`config.mk`:
```
export PLATFORM = sky130hd
export DESIGN_NAME = multi_task_tick_scheduler
export DESIGN_NICKNAME = d
export VERILOG_FILES = /design/src/sv/mtts_pkg.sv /design/src/sv/multi_task_tick_scheduler.sv
export SDC_FILE = /design/constraint.sdc
export NUM_CORES = 2
export LEC_CHECK = 0
export ABC_AREA = 0
export BUFFER_PORTS_ARGS = -buffer_cell sky130_fd_sc_hd__buf_2
export CORE_UTILIZATION = 50
export DETAILED_ROUTE_END_ITERATION = 10
export PLACE_DENSITY = 0.72
export SLEW_MARGIN = 15
export SYNTH_ARGS = -nofsm -noshare
export SYNTH_HDL_FRONTEND = slang
export SYNTH_SLANG_ARGS = --single-unit
```
`constraint.sdc`:
```
create_clock -name clk -period 7.93 [get_ports clk]
set_input_delay 0 -clock clk [delete_from_list [all_inputs] [get_ports clk]]
set_output_delay 0 -clock clk [all_outputs]
set_load 0.05 [all_outputs]
```
`src/sv/mtts_pkg.sv`:
```
package mtts_pkg;

	localparam int TICK_W    = 24;
	localparam int COUNT_W   = 32;
	localparam int MASK_W    = 4;
	localparam int SLOT_ID_W = 2;
	localparam int CFG_IDX_W = 3;
	localparam int CFG_W     = 32;

	localparam logic [TICK_W-1:0]  TICK_MAX         = 24'hFF_FFFF;
	localparam logic [COUNT_W-1:0] COUNT_MAX        = 32'hFFFF_FFFF;
	localparam logic [COUNT_W-1:0] DEFAULT_INTERVAL = 32'd1000;

	// power-up enables for the four addressable slots, slot 0 in bit 0
	localparam logic [MASK_W-1:0] ENABLE_RESET = 4'b1011;

	// item kinds (s_tuser)
	localparam logic OP_POLL   = 1'b0;
	localparam logic OP_ENABLE = 1'b1;

	// config register indexes
	localparam logic [CFG_IDX_W-1:0] REG_TICK_RELOAD  = 3'd0;
	localparam logic [CFG_IDX_W-1:0] REG_INTERVAL_0   = 3'd1;
	localparam logic [CFG_IDX_W-1:0] REG_INTERVAL_END = 3'd4;

	// input payload, lowest bit first: tick_now, slot_number, enable_bit, pad
	typedef struct packed {
		logic [4:0]           pad;
		logic                 enable_bit;
		logic [SLOT_ID_W-1:0] slot_number;
		logic [TICK_W-1:0]    tick_now;
	} in_item_t;

	// result payload, lowest bit first: fired_mask, enabled_mask
	typedef struct packed {
		logic [MASK_W-1:0] enabled_mask;
		logic [MASK_W-1:0] fired_mask;
	} out_item_t;

	localparam int S_TDATA_W = $bits(in_item_t);
	localparam int M_TDATA_W = $bits(out_item_t);

endpackage

```
`src/sv/multi_task_tick_scheduler.sv`:
```
// Periodic task tick scheduler.
//
// Input stream (s_*): one transfer per item. s_tuser[0] is the kind: a poll
// carrying a sample of the 24-bit down-counting system tick, or an enable
// write for one slot. Every accepted item yields exactly one result on the
// output stream (m_*): which slots fired on this poll, and the enable state
// of slots 0..3 after the item.
// Config port: cfg_we/cfg_index/cfg_data, index 0 = tick reload, 1..4 =
// interval of slots 0..3. Write only while the block is idle.
//
// Latency: the result appears on m_* the cycle after the input transfer.
// Throughput: one item per clock. All slots are updated in parallel in the
// accept cycle (24-bit subtract, 25-bit wrap add, 32-bit saturating add and
// compare per slot); the result sits in a single output register.
// Stall: s_tready stays high while the output register is empty or being
// drained, so a new item enters in the same cycle the held result leaves.
// While m_tready is low with a result held, s_tready is low.
// Reset (arst_n low, asynchronous): counts cleared, last ticks 0xFFFFFF,
// slots 0, 1, 3 enabled, intervals 1000, reload 0xFFFFFF, output empty.
module multi_task_tick_scheduler #(
	parameter int SLOT_COUNT = 4
) (
	input  logic                               clk,
	input  logic                               arst_n,
	// config write port
	input  logic                               cfg_we,
	input  logic [mtts_pkg::CFG_IDX_W-1:0]     cfg_index,
	input  logic [mtts_pkg::CFG_W-1:0]         cfg_data,
	// input stream
	input  logic                               s_tvalid,
	output logic                               s_tready,
	input  logic [mtts_pkg::S_TDATA_W-1:0]     s_tdata,  // tick_now, slot_number, enable_bit, 0s
	input  logic                               s_tuser,  // op
	// result stream
	output logic                               m_tvalid,
	input  logic                               m_tready,
	output logic [mtts_pkg::M_TDATA_W-1:0]     m_tdata   // fired_mask, enabled_mask
);
	import mtts_pkg::*;

	// config registers
	logic [TICK_W-1:0]  reload_q;
	logic [COUNT_W-1:0] interval_q [SLOT_COUNT];

	// per-slot state
	logic [COUNT_W-1:0] count_q [SLOT_COUNT];
	logic [TICK_W-1:0]  prev_q  [SLOT_COUNT];
	logic [SLOT_COUNT-1:0] en_q;

	// output register
	logic      out_valid_q;
	out_item_t out_q;

	in_item_t item;
	logic     accept;
	logic     is_poll;

	logic [SLOT_COUNT-1:0] fire;
	logic [SLOT_COUNT-1:0] en_next;
	logic [SLOT_COUNT-1:0] sel;
	logic [COUNT_W-1:0]    count_sat [SLOT_COUNT];

	out_item_t result;

	assign item     = in_item_t'(s_tdata);
	assign s_tready = !out_valid_q || m_tready;
	assign accept   = s_tvalid && s_tready;
	assign is_poll  = (s_tuser == OP_POLL);

	// per-slot datapath, slots are independent
	always_comb begin
		logic              lt;
		logic [TICK_W:0]   wrap;
		logic [TICK_W:0]   delta;
		logic [COUNT_W:0]  sum;
		for (int i = 0; i < SLOT_COUNT; i++) begin
			fire[i] = en_q[i] && (count_q[i] > interval_q[i]);
			lt      = item.tick_now < prev_q[i];
			// down counter wrapped past reload; sample above reload plus the last sample gives 0
			wrap    = {1'b0, reload_q} + {1'b0, prev_q[i]};
			if (lt) begin
				delta = {1'b0, prev_q[i] - item.tick_now};
			end else if (wrap < {1'b0, item.tick_now}) begin
				delta = '0;
			end else begin
				delta = wrap - {1'b0, item.tick_now};
			end
			sum          = {1'b0, count_q[i]} + (COUNT_W+1)'(delta);
			count_sat[i] = sum[COUNT_W] ? COUNT_MAX : sum[COUNT_W-1:0];
			sel[i]       = !is_poll && (32'(item.slot_number) == i);
			en_next[i]   = sel[i] ? item.enable_bit : en_q[i];
		end
	end

	always_comb begin
		result = '0;
		for (int i = 0; i < MASK_W; i++) begin
			if (i < SLOT_COUNT) begin
				result.fired_mask[i]   = is_poll && fire[i];
				result.enabled_mask[i] = en_next[i];
			end
		end
	end

	// config writes; writes past the register list are dropped
	always_ff @(posedge clk or negedge arst_n) begin
		if (!arst_n) begin
			reload_q <= TICK_MAX;
			for (int i = 0; i < SLOT_COUNT; i++) begin
				interval_q[i] <= DEFAULT_INTERVAL;
			end
		end else if (cfg_we) begin
			if (cfg_index == REG_TICK_RELOAD) begin
				reload_q <= cfg_data[TICK_W-1:0];
			end
			for (int i = 0; i < SLOT_COUNT; i++) begin
				if (cfg_index >= REG_INTERVAL_0 && cfg_index <= REG_INTERVAL_END &&
				    32'(cfg_index - REG_INTERVAL_0) == i) begin
					interval_q[i] <= cfg_data;
				end
			end
		end
	end

	// slot state update on each accepted item
	always_ff @(posedge clk or negedge arst_n) begin
		if (!arst_n) begin
			for (int i = 0; i < SLOT_COUNT; i++) begin
				count_q[i] <= '0;
				prev_q[i]  <= TICK_MAX;
				en_q[i]    <= (i < MASK_W) ? ENABLE_RESET[i % MASK_W] : 1'b0;
			end
		end else if (accept) begin
			for (int i = 0; i < SLOT_COUNT; i++) begin
				if (is_poll) begin
					if (en_q[i]) begin
						count_q[i] <= fire[i] ? '0 : count_sat[i];
						prev_q[i]  <= item.tick_now;
					end
				end else if (sel[i]) begin
					en_q[i] <= item.enable_bit;
					if (!item.enable_bit) begin
						count_q[i] <= '0;
						prev_q[i]  <= TICK_MAX;
					end
				end
			end
		end
	end

	// output register
	always_ff @(posedge clk or negedge arst_n) begin
		if (!arst_n) begin
			out_valid_q <= 1'b0;
		end else if (accept) begin
			out_valid_q <= 1'b1;
		end else if (m_tready) begin
			out_valid_q <= 1'b0;
		end
	end

	always_ff @(posedge clk) begin
		if (accept) begin
			out_q <= result;
		end
	end

	assign m_tvalid = out_valid_q;
	assign m_tdata  = out_q;

endmodule

```
# --- Yosys cells after proc, flatten, opt, wreduce, memory -nomap -nowiden ---
# Index checks and enable logic that the tools add are counted.
op_classes:
  n_eq_ne: 11
  reduce_logical: 38
  n_addsub: 17
  n_mux: 48
  bitwise_logic: 1
  magnitude_cmp: 14
ops:
  columns: ["operator", "n"]
  rows:
  - ["$mux 32", 21]
  - ["$mux 24", 13]
  - ["$mux 25", 8]
  - ["$add 32x25->33", 4]
  - ["$gt 32x32->1", 4]
  - ["$add 24x24->25", 4]
  - ["$lt 25x24->1", 4]
  - ["$sub 25x24->25", 4]
  - ["$lt 24x24->1", 4]
  - ["$sub 24x24->24", 4]
  - ["$eq 32x2->1 const B", 2]
  - ["$eq 32x1->1 const B", 1]
  - ["$logic_not 32->1", 1]
  - ["$logic_and 1x1->1", 18]
  - ["$reduce_and 4->1", 4]
  - ["$reduce_and 2->1", 6]
  - ["$reduce_bool 2->1", 5]
  - ["$ne 2x1->1 const B", 4]
  - ["$mux 1", 6]
  - ["$eq 2x2->1 const B", 2]
  - ["$sub 3x1->4 const B", 1]
  - ["$ge 3x1->1 const B", 1]
  - ["$le 3x3->1 const B", 1]
  - ["$logic_not 3->1", 1]
  - ["other kinds (6)", 6]
word_totals:
  reg_bits: 389
  word_cells: 146
  input_bits: 73
  output_inout_bits: 10

# --- Logic depth before layout (Yosys ltp) ---
depth:
  word_depth: 9
  mapped_depth: 38
  depth_no_buf: 35

# --- Worst setup path before layout ---
# No wires, ideal clock.
synth_timing:
  path_type: "reg2reg"
  start: "reg reload_q[1]"
  end: "reg count_q[68] (netlist name)"
  setup_ps: 83
  n_path_buf: 3
  arrival_ps: 6867
  synth_period_minus_slack_ps: 6949
  required_ps: 7847
  path_slack_ps: 981
  stages_incl_launch_ff: 37
  path_cell_list: "dfstp_2 -> inv_1 -> fa_1 -> nor2b_1 -> o21ai_0 -> a21boi_0 -> o221ai_1 -> nand2_1 -> a21o_1 -> a21oi_1 -> xnor2_1 -> ha_1 -> nand2_1 -> nor3_1 -> and4_1 -> o311a_1 -> o2111ai_1 -> a31oi_1 -> o21ai_0 -> a211o_1 -> buf_4 -> buf_6 -> o22ai_1 -> ha_1 -> inv_1 -> fa_1 -> nand2b_1 -> a21oi_1 -> a31oi_1 -> a21oi_1 -> a31o_2 -> a21o_1 -> a21oi_4 -> nor2_2 -> clkbuf_1 -> o21ai_0 -> o21ai_0"
synth_via:
  elab_chain_len: 9
  word_cells_on_any_way: 10
  cone_classes: "3 x add/sub; 1 x order compare; 6 x mux"
synth_lines:
  columns: ["item", "line", "rtl"]
  rows:
  - ["start: declaration", "multi_task_tick_scheduler.sv:42", "logic [TICK_W-1:0] reload_q;"]
  - ["start signal: assignment", "multi_task_tick_scheduler.sv:114", "reload_q <= cfg_data[TICK_W-1:0];"]
  - ["$add 24x24->25 (*)", "multi_task_tick_scheduler.sv:80", "wrap = {1'b0, reload_q} + {1'b0, prev_q[i]};"]
  - ["$sub 25x24->25 / $lt 25x24->1 (equally long branches)", "multi_task_tick_scheduler.sv:86, multi_task_tick_scheduler.sv:83", null]
  - ["$mux 25 (*)", "multi_task_tick_scheduler.sv:83", "end else if (wrap < {1'b0, item.tick_now}) begin"]
  - ["$mux 25 (*)", "multi_task_tick_scheduler.sv:81", "if (lt) begin"]
  - ["$add 32x25->33 (*)", "multi_task_tick_scheduler.sv:88", "sum = {1'b0, count_q[i]} + (COUNT_W+1)'(delta);"]
  - ["$mux 32 (*)", "multi_task_tick_scheduler.sv:89", "count_sat[i] = sum[COUNT_W] ? COUNT_MAX : sum[COUNT_W-1:0];"]
  - ["$mux 32 (*)", "multi_task_tick_scheduler.sv:137", "count_q[i] <= fire[i] ? '0 : count_sat[i];"]
  - ["$mux 32 (*)", "multi_task_tick_scheduler.sv:136", "if (en_q[i]) begin"]
  - ["$mux 32 (*)", "multi_task_tick_scheduler.sv:135", "if (is_poll) begin"]
  - ["end signal: indexed assignment", "multi_task_tick_scheduler.sv:137", null]
  - ["end: declaration", "multi_task_tick_scheduler.sv:46", "logic [COUNT_W-1:0] count_q [SLOT_COUNT];"]
# Every way passes the cells marked *; elsewhere a longest branch is shown, timed or not. The select of a mux whose other input is x is not followed.
# A chain may end at the register's enable or synchronous reset.

# --- Worst setup path in the final report ---
layout_timing:
  start: "reg reload_q[1]"
  end: "reg count_q[37] (netlist name)"
# The elaborated chain is that of the path after synthesis.

==> out/summary.md <==
The vertical die dimension came out at 276 microns. After clock tree synthesis, the clock-pin slew on the worst setup and hold paths is 0.06 ns. The multi-input combinational cells in the finished layout cover a total of 26200 sq um.

Among all flip-flop cells after synthesis, the most frequent one is sky130_fd_sc_hd__dfrtp_1. For this run, the register share of the synthesized area comes to 26.5%. The initial utilization of the core area, before any placement, comes to 50.5%. Cells with a size suffix above 1 make up 12.5% of the layout. After synthesis, the largest family of logic cells by area is compound AO/OA/AOI/OAI gates. For this run, asynchronously set or reset flops after synthesis account for 97.9%. At the worst endpoint, the required time is 8.46 ns.

At the worst endpoint, the arrival time is 8.16 ns. The final net count was 5240. The tools report the final max-slew violation count as 0.

The tools report the global-route congestion overflow total as 0. In this run the number of H-tree levels came out at 2. Global routing used 31.2% of the available tracks across all layers. For this design, the sink count on the clock tree is 389. The highest attainable clock frequency is 131 MHz. The run gives 0.0223 ns as the final setup skew. Summed over all layers, the routed wires come to 120 mm. Xor/xnor cell area share of the yosys netlist: 7.33%. The area added between synthesis and finish is 11.5%, and the count of buffers from port buffering is 77.

The run gives 0.0202 uW as the leakage power. STA classifies the critical path startpoint as a flip-flop. The critical path starts at reload_q[1]$_DFFE_PN1P_. Measured against its own limit, the worst slew margin works out to 23.2%. Detailed routing inserted a total of 33953 vias. The kind of critical path was reg2reg. Ranked by total cell area, the synthesized netlist is headed by sky130_fd_sc_hd__ha_1 (18%), sky130_fd_sc_hd__dfrtp_1 (16%), sky130_fd_sc_hd__dfstp_2 (10%), sky130_fd_sc_hd__o21ai_0 (5.8%), sky130_fd_sc_hd__xnor2_1 (4.7%). The power per cell area was 528 nW/um^2; the worst-margin pin slew was 1.15 ns.

83 I/O pins were placed. The number of fill cells was 6788. The proportion of synthesized area in mux cells came out at 3.01%. Summing the areas of all compound-gate instances in the mapped netlist gives 25.6% of the synthesized area.

Leaving out fill and tap cells, the most frequent cell in the layout is sky130_fd_sc_hd__ha_1. The flow ran to the end, and the final reports show no timing, DRC or antenna violations. Reg-to-reg critical path endpoint: count_q[37]$_DFFE_PN0P_.

The first global-routing pass estimated 183 mm of wire. The footprint of the flip-flops and latches was 9960 sq um; the number of synthesis warnings was 0. In the routed design, unresolved DRC markers number 0. The wire-length estimate of the detail-placed layout is 92.5 mm. The design draws 22100 uW. The root buffer cell chosen for the clock tree is sky130_fd_sc_hd__clkbuf_16. The die covers 76100 sq um.

The dominant cell type by area after synthesis is sky130_fd_sc_hd__ha_1. STA classifies the critical path endpoint as a flip-flop. The detail route stage leaves a number of antenna-violating nets equal to 0.

Counting cells, the worst reg-to-reg path comes to 34. The congestion estimate from routability-driven global placement came to 0.985. Following the worst setup path forward leads to its endpoint at count_q[37]$_DFFE_PN0P_. The share of synthesized cell area in full adder, half adder and majority cells is 18.5%, and the post-synthesis area per instance is 8.41 sq um.

The clock latency on the worst-skew pair came out at 0.61 ns. Of all nets on the critical path, the largest fanout is 20. The total of flip-flops plus latches after synthesis came out at 389. The setup check on the worst reg-to-reg path leaves a slack of 0.30 ns.

Hold is met by 0.0340 ns. Counting every net in the synthesized netlist gives 5079. No sink is reached through more buffers than the 3 on the longest clock path.

The share of the synthesized area in the top cell type works out to 17.7%. Entering global routing, the biggest net connects 106 pins. The end-of-flow core utilization came out at 56.3%. TritonCTS built the clock tree. The run gives 100 as the floorplan row count. The startpoint identified for the worst register-to-register timing path is reload_q[1]$_DFFE_PN1P_. The library cell contributing the largest single delay on the critical path is sky130_fd_sc_hd__dfstp_2. Number of search-and-repair iterations in the first detailed-routing pass: 6.

The path class of the tightest hold or removal check is in2async. Vias per cell: 6.03. Synthesis handed over a netlist of 4460 instances. The number of hold-slack violations in the final timing report is 0, and the x dimension of the die is 276 microns.

Share of synthesized cell area in and, or, nand and nor gates: 14.6%. After the first detailed-routing iteration, the DRC count stood at 2474. The number of antenna violations at the first check in global routing is 17, and the average wire per standard cell is 21.4 microns. Buffers inserted during clock tree synthesis total 45.

The max-capacitance violation count was 0. The post-synthesis cell type count was 101. The peak per-stage delay on the critical path was 0.63 ns; the time the final worst path needs with I/O delays and setup was 7.63 ns. The number of enable-type register cells in the synthesized netlist is 8, and the core box area is 74300 sq um. The logs give 312 uV for the largest voltage drop on the vdd net and 0 for the total setup violations reported at the end of the flow.

The via count of the first global-routing pass is 32253, and the share of the cycle needed by the critical path after routing is 96.3%. The top cell types in the final layout, fill and taps aside, are sky130_fd_sc_hd__ha_1 (529), sky130_fd_sc_hd__nand2_1 (462), sky130_fd_sc_hd__o21ai_0 (431), sky130_fd_sc_hd__a21oi_1 (341), sky130_fd_sc_hd__inv_1 (303). After synthesis the cells add up to 37500 sq um.
[sequential cells by signal, indices dropped and copies added, names as in the netlist]
name / count
m_tdata: 8
en_q: 4
interval_q: 128
prev_q: 96
count_q: 128
m_tvalid: 1
reload_q: 24
[stage by stage]
stage | cell area [sq um] | setup WS, ns | TNS [ns] | std cells
after global placement | 39200 | 0.234 | 0 | 5465
after floorplan | 37500 | 0.981 | 0 | 4460
final | 41800 | 0.296 | 0 | 5630
after CTS | 41500 | 0.0394 | 0 | 5612
after detailed placement | 39200 | 0.0469 | 0 | 5465
after global routing | 41800 | -0.0114 | -0.0238 | 5628
[synth_stat cells, drive strengths merged, types with 22 or more instances]
cell	n
a211oi	38
a21o	216
a21oi	352
a31oi	43
and2	22
and3	43
buf	29
clkbuf	78
dfrtp	234
dfstp	147
ha	530
inv	304
mux2	95
nand2	465
nand2b	53
nand3	70
nand4	56
nor2	285
nor2b	55
nor3	58
o211ai	30
o21a	54
o21ai	465
o21bai	47
o22ai	87
or3	22
xnor2	203
xor2	111
[logic make-up after synthesis]
| kind of cell | count (synthesis) |
|---|---|
| muxes | 101 |
| adders and majority gates | 546 |
| buffers and inverters | 411 |
| and+or+nand+nor | 1188 |
| AOI/OAI and AO/OA | 1511 |
| xor gates and xnor gates | 314 |
| DFF | 389 |
[power by group]
group / leakage (uW) / internal [uW] / total [uW] / switching, uW
combinational: 0.0148 / 7010 / 16400 / 9370
sequential: 0.00463 / 2780 / 3390 / 614
clock: 0.000794 / 1360 / 2290 / 928
total: 0.0202 / 11200 / 22100 / 10900
[critical path, delay by kind of cell (launching register included)]
| kind | cells | cell delay [ns] |
|---|---|---|
| DFF | 1 | 0.63 |
| and+or+nand+nor | 5 | 1.11 |
| buffers and inverters | 5 | 0.82 |
| AOI/OAI and AO/OA | 19 | 3.33 |
| xor gates and xnor gates | 1 | 0.14 |
| adders and majority gates | 4 | 1.47 |
[layer usage]
layer | share of wire (%) | track usage, % | up-vias | wire [microns]
met4 | 4.6 | 13.3 | 2 | 5510
li1 | - | - | 16503 | -
met5 | 0.015 | 0 | - | 18
met1 | 42 | 40.4 | 16172 | 50700
met2 | 46 | 52.0 | 1047 | 55800
met3 | 6.8 | 4.06 | 229 | 8180
[worst min-delay path by stage]
| stage | startpoint | depth (start not counted) | end |
|---|---|---|---|
| 2_1_floorplan | arst_n | 0 | count_q[0]$_DFFE_PN0P_ |
| 3_3_place_gp | arst_n | 1 | interval_q[126]$_DFFE_PN0P_ |
| 3_5_place_dp | arst_n | 1 | interval_q[126]$_DFFE_PN0P_ |
| 4_1_cts | cfg_data[0] | 2 | reload_q[0]$_DFFE_PN1P_ |
| 5_1_grt | cfg_data[0] | 2 | reload_q[0]$_DFFE_PN1P_ |
| 6_report | arst_n | 2 | interval_q[126]$_DFFE_PN0P_ |
[repair_timing]
| action | 4_1_cts | 5_1_grt |
|---|---|---|
| endpoints found under the hold margin | 353 | 0 |
| hold buffers | 63 | 0 |
| setup endpoints to repair | 2 | 128 |
| buffers inserted | 0 | 14 |
| pin swaps | 0 | 11 |
| resized for setup | 2 | 48 |
[cell type report]
class                   instances  area share, %
clock inverters                20          0.628
repair buffers                221           4.02
multi-input cells            3660           62.6
well taps                     969           2.90
clock buffers                  64           3.23
inverters                     304           2.74
flip-flops and latches        389           23.8
diodes                          3         0.0180
Power figures use the tool's default switching activity.
